--- config.mk ---
export PLATFORM = sky130hd
export DESIGN_NAME = mandelbrot_escape_pixel_core_flat
export DESIGN_NICKNAME = d
export VERILOG_FILES = /design/src/hw/rtl/mep_pkg.sv /design/src/hw/rtl/mep_if.sv /design/src/hw/rtl/mandelbrot_escape_pixel_core.sv /design/src/flat_wrapper.sv
export SDC_FILE = /design/constraint.sdc
export NUM_CORES = 2
export LEC_CHECK = 0
export CAP_MARGIN = 30
export CELL_PAD_IN_SITES_DETAIL_PLACEMENT = 1
export CELL_PAD_IN_SITES_GLOBAL_PLACEMENT = 2
export CORE_MARGIN = 3
export CORE_UTILIZATION = 31
export CTS_CLUSTER_SIZE = 24
export DETAILED_ROUTE_END_ITERATION = 10
export DONT_BUFFER_PORTS = 1
export GPL_ROUTABILITY_DRIVEN = 0
export PLACE_DENSITY_LB_ADDON = 0.3
export SYNTH_ARGS = -nofsm -noshare
export SYNTH_HDL_FRONTEND = slang
export SYNTH_SLANG_ARGS = --single-unit
--- constraint.sdc ---
create_clock -name clk -period 8.7 [get_ports clk]
set_input_delay 0.87 -clock clk [delete_from_list [all_inputs] [get_ports clk]]
set_output_delay 0.87 -clock clk [all_outputs]
set_load 0.01 [all_outputs]
--- src/hw/rtl/mep_pkg.sv ---
// Shared types and constants for the Mandelbrot escape-time pixel core.
// Field widths, register indexes, coordinate mapping constants and sequencer codes.
// No dependencies; compile first.
package mep_pkg;

    // Field widths of the request, result and configuration channels
    localparam int PIXEL_INDEX_W  = 24;
    localparam int ESCAPE_COUNT_W = 17;
    localparam int GRAY_LEVEL_W   = 8;
    localparam int CFG_INDEX_W    = 2;
    localparam int CFG_DATA_W     = 16;
    localparam int IMAGE_DIM_W    = 13;
    localparam int MAX_ITER_W     = 16;

    // Register indexes on the configuration channel
    localparam logic [CFG_INDEX_W-1:0] REG_IMAGE_WIDTH    = 2'd0;
    localparam logic [CFG_INDEX_W-1:0] REG_IMAGE_HEIGHT   = 2'd1;
    localparam logic [CFG_INDEX_W-1:0] REG_MAX_ITERATIONS = 2'd2;

    // Register reset values
    localparam logic [IMAGE_DIM_W-1:0] IMAGE_WIDTH_RST    = 13'd640;
    localparam logic [IMAGE_DIM_W-1:0] IMAGE_HEIGHT_RST   = 13'd480;
    localparam logic [MAX_ITER_W-1:0]  MAX_ITERATIONS_RST = 16'd255;

    // Coordinate mapping: c_re = (247*col - 200*w) / (100*w),
    // c_im = (1235*h - 2470*row) / (1000*h)
    localparam int RE_SCALE  = 247;
    localparam int RE_OFFSET = 200;
    localparam int RE_DEN    = 100;
    localparam int IM_SCALE  = 2470;
    localparam int IM_OFFSET = 1235;
    localparam int IM_DEN    = 1000;

    // Dividend width of the mapping numerators: 2470 * row stays below 2^36
    localparam int NUM_W = 36;

    // Bits of the second multiplier operand consumed per cycle
    localparam int MUL_CHUNK = 16;

    // Sequencer states
    typedef enum logic [3:0] {
        ST_IDLE,
        ST_DIV_ROW,
        ST_PREP_RE,
        ST_DIV_RE,
        ST_FIX_RE,
        ST_DIV_IM,
        ST_FIX_IM,
        ST_CHECK,
        ST_MUL_LOAD,
        ST_MUL,
        ST_MUL_FIN,
        ST_UPDATE
    } mep_state_t;

    // Which product the shared multiplier is forming
    typedef enum logic [1:0] {
        MUL_XY,
        MUL_XX,
        MUL_YY
    } mep_mul_op_t;

endpackage

--- src/hw/rtl/mep_if.sv ---
// Valid/ready channel interfaces of the Mandelbrot escape-time pixel core.
// Depends on mep_pkg for field widths.

interface mep_pixel_if;
    import mep_pkg::*;
    logic                     valid;
    logic                     ready;
    logic [PIXEL_INDEX_W-1:0] pixel_index;

    modport source (output valid, output pixel_index, input ready);
    modport sink   (input valid, input pixel_index, output ready);
endinterface

interface mep_result_if;
    import mep_pkg::*;
    logic                      valid;
    logic                      ready;
    logic [ESCAPE_COUNT_W-1:0] escape_count;
    logic [GRAY_LEVEL_W-1:0]   gray_level;

    modport source (output valid, output escape_count, output gray_level, input ready);
    modport sink   (input valid, input escape_count, input gray_level, output ready);
endinterface

interface mep_cfg_if;
    import mep_pkg::*;
    logic                   valid;
    logic                   ready;
    logic [CFG_INDEX_W-1:0] index;
    logic [CFG_DATA_W-1:0]  data;

    modport source (output valid, output index, output data, input ready);
    modport sink   (input valid, input index, input data, output ready);
endinterface

--- src/hw/rtl/mandelbrot_escape_pixel_core.sv ---
// Mandelbrot escape-time pixel core: one request in, one escape count out.
// The core takes a new request only in its idle state, once the previous one has
// finished; the bit-serial divider and the 16-bit-chunk multiplier serialize the work.
// A finished result waits in a register until the sink takes it.
// Reset: rst_n async active low; registers return to 640, 480 and 255.
module mandelbrot_escape_pixel_core #(
    parameter int FRAC_BITS  = 28,
    parameter int COORD_BITS = 12,
    parameter int ITER_BITS  = 16
) (
    input  logic                clk,
    input  logic                rst_n,
    mep_cfg_if.sink             cfg,
    mep_pixel_if.sink           pixel,
    mep_result_if.source        result
);
    import mep_pkg::*;

    localparam int W      = 8 + FRAC_BITS;
    localparam int DIM_W  = COORD_BITS + 1;
    localparam int DEN_W  = COORD_BITS + 11;
    localparam int LIM_W  = (ITER_BITS < MAX_ITER_W) ? ITER_BITS : MAX_ITER_W;
    localparam int CNT_W  = LIM_W + 1;
    localparam int NCH    = (W + MUL_CHUNK - 1) / MUL_CHUNK;
    localparam int MBW    = NCH * MUL_CHUNK;
    localparam int PW     = W + MBW;
    localparam int STEP_W = $clog2(NUM_W + FRAC_BITS + 1);
    localparam int EXT_W  = (DIM_W > IMAGE_DIM_W) ? DIM_W : IMAGE_DIM_W;

    localparam logic [W-1:0]     FX_HI   = {1'b0, {(W-1){1'b1}}};
    localparam logic [W-1:0]     FX_LO   = {1'b1, {(W-1){1'b0}}};
    localparam logic [W:0]       FOUR    = (W+1)'(4) << FRAC_BITS;
    localparam logic [EXT_W-1:0] DIM_TOP = EXT_W'(1) << COORD_BITS;

    // Saturate a magnitude with sign, rounding negative values toward minus infinity
    function automatic logic [W-1:0] sat_mag(input logic neg, input logic over,
                                             input logic [W-1:0] q, input logic remnz);
        logic [W-1:0] r;
        if (over || q[W-1])
            r = neg ? FX_LO : FX_HI;
        else if (neg)
            r = ~q + {{(W-1){1'b0}}, ~remnz};
        else
            r = q;
        return r;
    endfunction

    // Saturating signed add
    function automatic logic [W-1:0] sat_add(input logic [W-1:0] a, input logic [W-1:0] b);
        logic [W:0]   s;
        logic [W-1:0] r;
        s = {a[W-1], a} + {b[W-1], b};
        if (s[W] != s[W-1])
            r = s[W] ? FX_LO : FX_HI;
        else
            r = s[W-1:0];
        return r;
    endfunction

    function automatic logic [W-1:0] magnitude(input logic [W-1:0] v);
        return v[W-1] ? (~v + W'(1)) : v;
    endfunction

    // Zero acts as one, oversized values clamp to the coordinate range
    function automatic logic [DIM_W-1:0] eff_dim(input logic [IMAGE_DIM_W-1:0] v);
        logic [EXT_W-1:0] e;
        e = EXT_W'(v);
        if (e == '0)
            e = EXT_W'(1);
        else if (e > DIM_TOP)
            e = DIM_TOP;
        return e[DIM_W-1:0];
    endfunction

    // Control registers
    mep_state_t                state_reg, state_next;
    mep_mul_op_t               mul_op_reg, mul_op_next;
    logic [STEP_W-1:0]         step_cnt_reg, step_cnt_next;
    logic                      out_valid_reg, out_valid_next;
    logic [IMAGE_DIM_W-1:0]    width_cfg_reg, width_cfg_next;
    logic [IMAGE_DIM_W-1:0]    height_cfg_reg, height_cfg_next;
    logic [MAX_ITER_W-1:0]     max_iter_cfg_reg, max_iter_cfg_next;

    // Datapath registers
    logic [DIM_W-1:0]          w_reg, w_next;
    logic [DIM_W-1:0]          h_reg, h_next;
    logic [LIM_W-1:0]          lim_reg, lim_next;
    logic [PIXEL_INDEX_W-1:0]  row_reg, row_next;
    logic [NUM_W-1:0]          div_num_reg, div_num_next;
    logic [DEN_W-1:0]          div_den_reg, div_den_next;
    logic [DEN_W-1:0]          div_rem_reg, div_rem_next;
    logic [W-1:0]              div_q_reg, div_q_next;
    logic                      div_over_reg, div_over_next;
    logic                      div_neg_reg, div_neg_next;
    logic [W-1:0]              c_re_reg, c_re_next;
    logic [W-1:0]              c_im_reg, c_im_next;
    logic [W-1:0]              x_reg, x_next;
    logic [W-1:0]              y_reg, y_next;
    logic [W-1:0]              x2_reg, x2_next;
    logic [W-1:0]              y2_reg, y2_next;
    logic [CNT_W-1:0]          count_reg, count_next;
    logic [W-1:0]              ma_reg, ma_next;
    logic [MBW-1:0]            mb_reg, mb_next;
    logic                      mneg_reg, mneg_next;
    logic [PW-1:0]             acc_reg, acc_next;
    logic [W-1:0]              mres_reg, mres_next;
    logic [ESCAPE_COUNT_W-1:0] res_count_reg, res_count_next;
    logic [GRAY_LEVEL_W-1:0]   res_gray_reg, res_gray_next;

    // Divider step: shift one dividend bit into the remainder, subtract if it fits
    logic [DEN_W:0]   rem_sh;
    logic             div_fit;
    logic [DEN_W:0]   rem_sub;
    logic [DEN_W-1:0] div_rem_step;

    assign rem_sh       = {div_rem_reg, div_num_reg[NUM_W-1]};
    assign div_fit      = rem_sh >= {1'b0, div_den_reg};
    assign rem_sub      = rem_sh - {1'b0, div_den_reg};
    assign div_rem_step = div_fit ? rem_sub[DEN_W-1:0] : rem_sh[DEN_W-1:0];

    // Mapping numerators and divisors
    logic [NUM_W-1:0] re_pos, re_off, im_pos, im_off;
    logic [DEN_W-1:0] re_den, im_den;

    assign re_pos = NUM_W'(div_rem_reg[COORD_BITS-1:0]) * NUM_W'(RE_SCALE);
    assign re_off = NUM_W'(w_reg) * NUM_W'(RE_OFFSET);
    assign im_pos = NUM_W'(row_reg) * NUM_W'(IM_SCALE);
    assign im_off = NUM_W'(h_reg) * NUM_W'(IM_OFFSET);
    assign re_den = DEN_W'(w_reg) * DEN_W'(RE_DEN);
    assign im_den = DEN_W'(h_reg) * DEN_W'(IM_DEN);

    // Multiplier step: one chunk of the second operand, high chunk first
    logic [MUL_CHUNK-1:0]   mul_chunk;
    logic [W+MUL_CHUNK-1:0] mul_pp;

    assign mul_chunk = mb_reg[MBW-1 -: MUL_CHUNK];
    assign mul_pp    = (W+MUL_CHUNK)'(ma_reg) * (W+MUL_CHUNK)'(mul_chunk);

    // Scale the finished product back to the fixed-point grid
    logic [PW-1:0] prod_sh;
    logic          prod_remnz;
    logic [W-1:0]  mul_res;

    always_comb
    begin
        if (mul_op_reg == MUL_XY)
        begin
            prod_sh    = acc_reg >> (FRAC_BITS - 1);
            prod_remnz = |acc_reg[FRAC_BITS-2:0];
        end
        else
        begin
            prod_sh    = acc_reg >> FRAC_BITS;
            prod_remnz = |acc_reg[FRAC_BITS-1:0];
        end
    end

    assign mul_res = sat_mag(mneg_reg, |prod_sh[PW-1:W], prod_sh[W-1:0], prod_remnz);

    // Multiplier operands for the current product
    logic [W-1:0] mul_a, mul_b;

    always_comb
    begin
        case (mul_op_reg)
            MUL_XY:  begin mul_a = x_reg; mul_b = y_reg; end
            MUL_XX:  begin mul_a = x_reg; mul_b = x_reg; end
            MUL_YY:  begin mul_a = y_reg; mul_b = y_reg; end
            default: begin mul_a = y_reg; mul_b = y_reg; end
        endcase
    end

    // Escape test
    logic [W:0]               sq_sum;
    logic                     keep_going;
    logic [ESCAPE_COUNT_W-1:0] count_ext;

    assign sq_sum     = {1'b0, x2_reg} + {1'b0, y2_reg};
    assign keep_going = (sq_sum <= FOUR) && (count_reg <= {1'b0, lim_reg});
    assign count_ext  = ESCAPE_COUNT_W'(count_reg);

    // Next state and outputs
    always_comb
    begin
        state_next        = state_reg;
        mul_op_next       = mul_op_reg;
        step_cnt_next     = step_cnt_reg;
        out_valid_next    = out_valid_reg && !result.ready;
        width_cfg_next    = width_cfg_reg;
        height_cfg_next   = height_cfg_reg;
        max_iter_cfg_next = max_iter_cfg_reg;
        w_next            = w_reg;
        h_next            = h_reg;
        lim_next          = lim_reg;
        row_next          = row_reg;
        div_num_next      = div_num_reg;
        div_den_next      = div_den_reg;
        div_rem_next      = div_rem_reg;
        div_q_next        = div_q_reg;
        div_over_next     = div_over_reg;
        div_neg_next      = div_neg_reg;
        c_re_next         = c_re_reg;
        c_im_next         = c_im_reg;
        x_next            = x_reg;
        y_next            = y_reg;
        x2_next           = x2_reg;
        y2_next           = y2_reg;
        count_next        = count_reg;
        ma_next           = ma_reg;
        mb_next           = mb_reg;
        mneg_next         = mneg_reg;
        acc_next          = acc_reg;
        mres_next         = mres_reg;
        res_count_next    = res_count_reg;
        res_gray_next     = res_gray_reg;

        // Register writes
        if (cfg.valid && cfg.ready)
        begin
            case (cfg.index)
                REG_IMAGE_WIDTH:    width_cfg_next    = cfg.data[IMAGE_DIM_W-1:0];
                REG_IMAGE_HEIGHT:   height_cfg_next   = cfg.data[IMAGE_DIM_W-1:0];
                REG_MAX_ITERATIONS: max_iter_cfg_next = cfg.data[MAX_ITER_W-1:0];
                default: ;
            endcase
        end

        case (state_reg)
            ST_IDLE:
            begin
                // Take a request, latch the effective setup, split index into row and column
                if (pixel.valid)
                begin
                    w_next        = eff_dim(width_cfg_reg);
                    h_next        = eff_dim(height_cfg_reg);
                    lim_next      = max_iter_cfg_reg[LIM_W-1:0];
                    div_num_next  = NUM_W'(pixel.pixel_index);
                    div_den_next  = DEN_W'(eff_dim(width_cfg_reg));
                    div_rem_next  = '0;
                    div_q_next    = '0;
                    div_over_next = 1'b0;
                    div_neg_next  = 1'b0;
                    step_cnt_next = STEP_W'(NUM_W);
                    state_next    = ST_DIV_ROW;
                end
            end

            ST_DIV_ROW, ST_DIV_RE, ST_DIV_IM:
            begin
                // Advance the divider one quotient bit
                div_num_next  = div_num_reg << 1;
                div_rem_next  = div_rem_step;
                div_q_next    = {div_q_reg[W-2:0], div_fit};
                div_over_next = div_over_reg | div_q_reg[W-1];
                step_cnt_next = step_cnt_reg - STEP_W'(1);
                if (step_cnt_reg == STEP_W'(1))
                begin
                    case (state_reg)
                        ST_DIV_ROW: state_next = ST_PREP_RE;
                        ST_DIV_RE:  state_next = ST_FIX_RE;
                        default:    state_next = ST_FIX_IM;
                    endcase
                end
            end

            ST_PREP_RE:
            begin
                // Hold the row, start the real-axis ratio from the column
                row_next      = div_q_reg[PIXEL_INDEX_W-1:0];
                div_neg_next  = re_pos < re_off;
                div_num_next  = (re_pos < re_off) ? (re_off - re_pos) : (re_pos - re_off);
                div_den_next  = re_den;
                div_rem_next  = '0;
                div_q_next    = '0;
                div_over_next = 1'b0;
                step_cnt_next = STEP_W'(NUM_W + FRAC_BITS);
                state_next    = ST_DIV_RE;
            end

            ST_FIX_RE:
            begin
                // Store c_re, start the imaginary-axis ratio from the row
                c_re_next     = sat_mag(div_neg_reg, div_over_reg, div_q_reg, |div_rem_reg);
                div_neg_next  = im_pos > im_off;
                div_num_next  = (im_pos > im_off) ? (im_pos - im_off) : (im_off - im_pos);
                div_den_next  = im_den;
                div_rem_next  = '0;
                div_q_next    = '0;
                div_over_next = 1'b0;
                step_cnt_next = STEP_W'(NUM_W + FRAC_BITS);
                state_next    = ST_DIV_IM;
            end

            ST_FIX_IM:
            begin
                // Store c_im and clear the orbit
                c_im_next  = sat_mag(div_neg_reg, div_over_reg, div_q_reg, |div_rem_reg);
                x_next     = '0;
                y_next     = '0;
                x2_next    = '0;
                y2_next    = '0;
                count_next = '0;
                state_next = ST_CHECK;
            end

            ST_CHECK:
            begin
                // Iterate again, or drop the count into the output register once it is free
                if (keep_going)
                begin
                    mul_op_next = MUL_XY;
                    state_next  = ST_MUL_LOAD;
                end
                else if (!out_valid_reg || result.ready)
                begin
                    res_count_next = count_ext;
                    res_gray_next  = count_ext[GRAY_LEVEL_W-1:0];
                    out_valid_next = 1'b1;
                    state_next     = ST_IDLE;
                end
            end

            ST_MUL_LOAD:
            begin
                // Latch operand magnitudes and the product sign
                ma_next       = magnitude(mul_a);
                mb_next       = MBW'(magnitude(mul_b));
                mneg_next     = mul_a[W-1] ^ mul_b[W-1];
                acc_next      = '0;
                step_cnt_next = STEP_W'(NCH);
                state_next    = ST_MUL;
            end

            ST_MUL:
            begin
                // Accumulate one chunk of partial products
                acc_next      = (acc_reg << MUL_CHUNK) + PW'(mul_pp);
                mb_next       = mb_reg << MUL_CHUNK;
                step_cnt_next = step_cnt_reg - STEP_W'(1);
                if (step_cnt_reg == STEP_W'(1))
                    state_next = ST_MUL_FIN;
            end

            ST_MUL_FIN:
            begin
                // Route the scaled product to its destination
                case (mul_op_reg)
                    MUL_XY:
                    begin
                        mres_next  = mul_res;
                        state_next = ST_UPDATE;
                    end
                    MUL_XX:
                    begin
                        x2_next     = mul_res;
                        mul_op_next = MUL_YY;
                        state_next  = ST_MUL_LOAD;
                    end
                    MUL_YY:
                    begin
                        y2_next    = mul_res;
                        count_next = count_reg + CNT_W'(1);
                        state_next = ST_CHECK;
                    end
                    default: state_next = ST_CHECK;
                endcase
            end

            ST_UPDATE:
            begin
                // New z from the old squares and cross product
                y_next      = sat_add(mres_reg, c_im_reg);
                x_next      = sat_add(x2_reg - y2_reg, c_re_reg);
                mul_op_next = MUL_XX;
                state_next  = ST_MUL_LOAD;
            end

            default: state_next = ST_IDLE;
        endcase
    end

    // Control state
    always_ff @(posedge clk or negedge rst_n)
    begin
        if (!rst_n)
        begin
            state_reg        <= ST_IDLE;
            mul_op_reg       <= MUL_XY;
            step_cnt_reg     <= '0;
            out_valid_reg    <= 1'b0;
            width_cfg_reg    <= IMAGE_WIDTH_RST;
            height_cfg_reg   <= IMAGE_HEIGHT_RST;
            max_iter_cfg_reg <= MAX_ITERATIONS_RST;
        end
        else
        begin
            state_reg        <= state_next;
            mul_op_reg       <= mul_op_next;
            step_cnt_reg     <= step_cnt_next;
            out_valid_reg    <= out_valid_next;
            width_cfg_reg    <= width_cfg_next;
            height_cfg_reg   <= height_cfg_next;
            max_iter_cfg_reg <= max_iter_cfg_next;
        end
    end

    // Datapath
    always_ff @(posedge clk)
    begin
        w_reg         <= w_next;
        h_reg         <= h_next;
        lim_reg       <= lim_next;
        row_reg       <= row_next;
        div_num_reg   <= div_num_next;
        div_den_reg   <= div_den_next;
        div_rem_reg   <= div_rem_next;
        div_q_reg     <= div_q_next;
        div_over_reg  <= div_over_next;
        div_neg_reg   <= div_neg_next;
        c_re_reg      <= c_re_next;
        c_im_reg      <= c_im_next;
        x_reg         <= x_next;
        y_reg         <= y_next;
        x2_reg        <= x2_next;
        y2_reg        <= y2_next;
        count_reg     <= count_next;
        ma_reg        <= ma_next;
        mb_reg        <= mb_next;
        mneg_reg      <= mneg_next;
        acc_reg       <= acc_next;
        mres_reg      <= mres_next;
        res_count_reg <= res_count_next;
        res_gray_reg  <= res_gray_next;
    end

    // Ports
    assign cfg.ready           = 1'b1;
    assign pixel.ready         = (state_reg == ST_IDLE);
    assign result.valid        = out_valid_reg;
    assign result.escape_count = res_count_reg;
    assign result.gray_level   = res_gray_reg;

    // Iteration count never runs past the limit plus one
    assert property (@(posedge clk) disable iff (!rst_n)
        (state_reg == ST_CHECK) |-> (count_reg <= ({1'b0, lim_reg} + CNT_W'(1))))
        else $error("iteration count beyond limit");

    // Squares stay non-negative after saturation
    assert property (@(posedge clk) disable iff (!rst_n)
        (state_reg == ST_CHECK) |-> (!x2_reg[W-1] && !y2_reg[W-1]))
        else $error("negative square in escape test");

    // Serial units never run with an exhausted step counter
    assert property (@(posedge clk) disable iff (!rst_n)
        (state_reg == ST_DIV_ROW || state_reg == ST_DIV_RE || state_reg == ST_DIV_IM ||
         state_reg == ST_MUL) |-> (step_cnt_reg != '0))
        else $error("serial step counter underflow");

endmodule

--- src/flat_wrapper.sv ---
// flat-port wrapper written by rule: the top's interface ports become plain ports
module mandelbrot_escape_pixel_core_flat import mep_pkg::*;
#(
    parameter int FRAC_BITS  = 28,
    parameter int COORD_BITS = 12,
    parameter int ITER_BITS  = 16
)
  (clk, rst_n, cfg_valid, cfg_index, cfg_data, cfg_ready, pixel_valid, pixel_pixel_index, pixel_ready, result_valid, result_escape_count, result_gray_level, result_ready);
  mep_cfg_if cfg_i ();
  mep_pixel_if pixel_i ();
  mep_result_if result_i ();
  input  logic clk;
  input  logic rst_n;
  input wire logic [$bits(cfg_i.valid)-1:0] cfg_valid;
  input wire logic [$bits(cfg_i.index)-1:0] cfg_index;
  input wire logic [$bits(cfg_i.data)-1:0] cfg_data;
  output wire logic [$bits(cfg_i.ready)-1:0] cfg_ready;
  input wire logic [$bits(pixel_i.valid)-1:0] pixel_valid;
  input wire logic [$bits(pixel_i.pixel_index)-1:0] pixel_pixel_index;
  output wire logic [$bits(pixel_i.ready)-1:0] pixel_ready;
  output wire logic [$bits(result_i.valid)-1:0] result_valid;
  output wire logic [$bits(result_i.escape_count)-1:0] result_escape_count;
  output wire logic [$bits(result_i.gray_level)-1:0] result_gray_level;
  input wire logic [$bits(result_i.ready)-1:0] result_ready;
  assign cfg_i.valid = cfg_valid;
  assign cfg_i.index = cfg_index;
  assign cfg_i.data = cfg_data;
  assign cfg_ready = cfg_i.ready;
  assign pixel_i.valid = pixel_valid;
  assign pixel_i.pixel_index = pixel_pixel_index;
  assign pixel_ready = pixel_i.ready;
  assign result_valid = result_i.valid;
  assign result_escape_count = result_i.escape_count;
  assign result_gray_level = result_i.gray_level;
  assign result_i.ready = result_ready;
  mandelbrot_escape_pixel_core #(.FRAC_BITS(FRAC_BITS), .COORD_BITS(COORD_BITS), .ITER_BITS(ITER_BITS)) u_core (.clk(clk), .rst_n(rst_n), .cfg(cfg_i), .pixel(pixel_i), .result(result_i));
endmodule
==> key figures <==
Status
  – Status: completed

Flow run
  – Max-Cap Viols: 0

Worst setup path
  – FF-to-FF End: u_core.acc_reg[68]
  – Critical path startpoint category: flip-flop
  – Worst r2r src: u_core.mb_reg[37]
  – CP Max Fanout: 11
  – CP Capture Point: u_core.acc_reg[68]
  – Most frequent CP cell: fa_1
  – Slowest cell on crit path: edfxtp_1
  – Start point of the critical path: u_core.mb_reg[37]
  – Crit path DAT: 8.80 ns
  – Critical Path Sink Type: flip-flop
  – R2r worst-path depth: 26
  – CP required: 9.22 ns
  – Crit path kind: reg -> reg
  – Worst path max stage delay: 0.61 ns
  – R2R Setup Slk: 0.43 ns

Floorplan
  – Core box area: 244,600 µm²
  – Row count: 181
  – Starting Density: 31.33%
  – Die height: 503.2 µm
  – Top-level port count: 75
  – Die ar.: 253,200 µm²
  – Die width: 503.2 µm

Drt
  – WL per Instance: 22.13 µm
  – Drc violations: 0
  – DRT iter0 DRCs: 3,277
  – TritonRoute pass-1 iters: 5
  – Vias per cell: 5.144
  – Post-Route WL: 250,700 µm
  – Antenna-violating nets left: 0
  – Via count: 58,270

Clocking
  – Root buf cell: clkbuf_16
  – Worst-path clk slew: 0.06 ns
  – Worst skew pair latency: 0.73 ns
  – # H-tree levels: 3
  – Clock buffer depth: 3
  – CTS Buf Count: 91
  – CTS tree: built
  – Clock Sinks: 697

Yosys
  – Ys Warns: 0
  – Syn Inst Count: 8,137
  – Library cells used by synthesis: 92
  – Synth top area share: 25.12%
  – EDFF count, synth: 641
  – Register area share after synthesis: 26.97%
  – Async S/R FF share, synth: 8.034%
  – Most used DFF post-synth: edfxtp_1
  – FF+latch count, synth: 697
  – Synthesized cell area: 76,630 µm²
  – Syn nets: 9,648
  – Top post-synthesis cells by area: edfxtp_1 (25%), fa_1 (19%), ha_1 (12%)
  – Avg Inst Size Synth: 9.417 µm²
  – Area leader, netlist: edfxtp_1

Timing
  – Minimum clock period: 8.272 ns
  – Fin Clk Skew: 0.03488 ns
  – Setup violators final: 0
  – Fmax: 0.1209 GHz
  – Slew Viols, Final: 0
  – Max-slew headroom: 25.07%
  – Period Utilization, post-route: 95.08%
  – Slew @ Worst Pin: 1.124 ns
  – RSZ-0062 raised after global routing: yes
  – Final Hold Viols: 0

Global route
  – GR Overflow Total: 0
  – Antenna violations before repair: 7
  – Pin count of the biggest net entering global routing: 73
  – Global Route Usage Sum: 19.83%
  – Vias in the first global route: 63,590
  – Global-route wire length before repair: 390,000 µm

Place
  – DP HPWL: 201,600 µm
  – I/O Buffers: 0

Cells and area
  – Final Net Count: 9,551
  – Most common cell after layout, fill and taps aside: inv_1
  – Area Overhead vs Synth: 9.528%
  – Fin util: 34.31%
  – Commonest non-fill, non-tap cells in the layout: inv_1 (1,216), nand2_1 (797), ha_1 (735)
  – Max FFs per register: 84
  – Fraction of layout cells with a size suffix above 1: 5.631%

Worst hold path
  – HP Class: in -> reg
[worst min path at each step]
stage	start	endpoint	slack [ns]	cells past startpoint
6_report	cfg_data[12]	u_core.width_cfg_reg[12]	0.27	2
5_1_grt	cfg_data[12]	u_core.width_cfg_reg[12]	0.24	2
4_1_cts	cfg_data[12]	u_core.width_cfg_reg[12]	0.20	2
3_5_place_dp	u_core.max_iter_cfg_reg[10]	u_core.lim_reg[10]	0.44	0
3_3_place_gp	u_core.max_iter_cfg_reg[15]	u_core.lim_reg[15]	0.43	0
2_1_floorplan	u_core.max_iter_cfg_reg[10]	u_core.lim_reg[10]	0.42	0
[critical path: cells and delay by family, from the launching register on]
family	cells	cell delay [ns]
DFF	1	0.61
buffers and inverters	6	0.47
AOI/OAI and AO/OA	9	2.31
and+or+nand+nor	4	1.30
adders and majority gates	7	3.36
[final cells by class]
cell class | instances | area [µm²]
Clock buffer | 107 | 2430
Sequential cell | 697 | 20670
Antenna cell | 9 | 22.52
Timing Repair Buffer | 148 | 1255
Inverter | 1222 | 4587
Multi-Input combinational cell | 5880 | 50290
Fill cell | 27940 | 160700
Tap cell | 3202 | 4006
Clock inverter | 62 | 664.4
[per-layer routing]
layer  share of wire [%]  track usage, %  up-vias
li1                    -               -    27270
met1                  45           25.79    29880
met2                  49           34.73      840
met3                 3.4           2.557      272
met4                 2.8           4.938        4
met5               0.010               0        -
[cells in the mapped netlist, types with 43 or more instances]
| master | count |
|---|---|
| a211oi_1 | 52 |
| o21bai_1 | 54 |
| nand2b_1 | 55 |
| nor2_1 | 468 |
| ha_1 | 735 |
| edfxtp_1 | 641 |
| nand3_1 | 115 |
| a21oi_1 | 466 |
| nor4_1 | 43 |
| o21ai_0 | 380 |
| clkbuf_1 | 304 |
| inv_1 | 1221 |
| o31ai_1 | 43 |
| a21o_1 | 160 |
| nor3_1 | 121 |
| nor2b_1 | 95 |
| xnor2_1 | 241 |
| a31oi_1 | 58 |
| fa_1 | 729 |
| mux2i_1 | 132 |
| and2_1 | 247 |
| xor2_1 | 165 |
| mux2_2 | 55 |
| nand2_1 | 801 |
| and3_1 | 91 |
| o21a_1 | 57 |
[through the flow]
step / hold slack (ns) / instance area, µm² / setup WS [ns] / cells / TNS (ns)
finish: 0.2729 / 83930 / 0.4282 / 11330 / 0
global route: 0.2396 / 83910 / -0.02294 / 11320 / -0.02294
CTS: 0.2046 / 83610 / 0.1324 / 11300 / 0
detailed placement: 0.4379 / 80480 / -0.03717 / 11120 / -0.09289
global placement: 0.4318 / 80350 / 0.03992 / 11120 / 0
floorplan: 0.4194 / 76630 / 0.3068 / 8137 / 0
[timing repair]
action,CTS,global route
gates resized for setup,1,13
hold buffers,2,0
buffers inserted,0,20
endpoints found under the hold margin,56,0
setup endpoints to repair,5,39
pin swaps,0,0
[logic make-up after synthesis]
logic type / count (synthesis) / share of synthesized area [%]
AOI/OAI and AO/OA: 1581 / 13.08
xor gates and xnor gates: 406 / 4.641
adders and majority gates: 1464 / 31.05
buffers and inverters: 1560 / 7.717
DFF: 697 / 26.97
muxes: 188 / 2.547
other: 1 / 0.004894
and+or+nand+nor: 2240 / 13.99
Power is left out: the tool's default activity adds up to more than one toggle a clock period on the data nets, which glitch-free logic cannot reach.
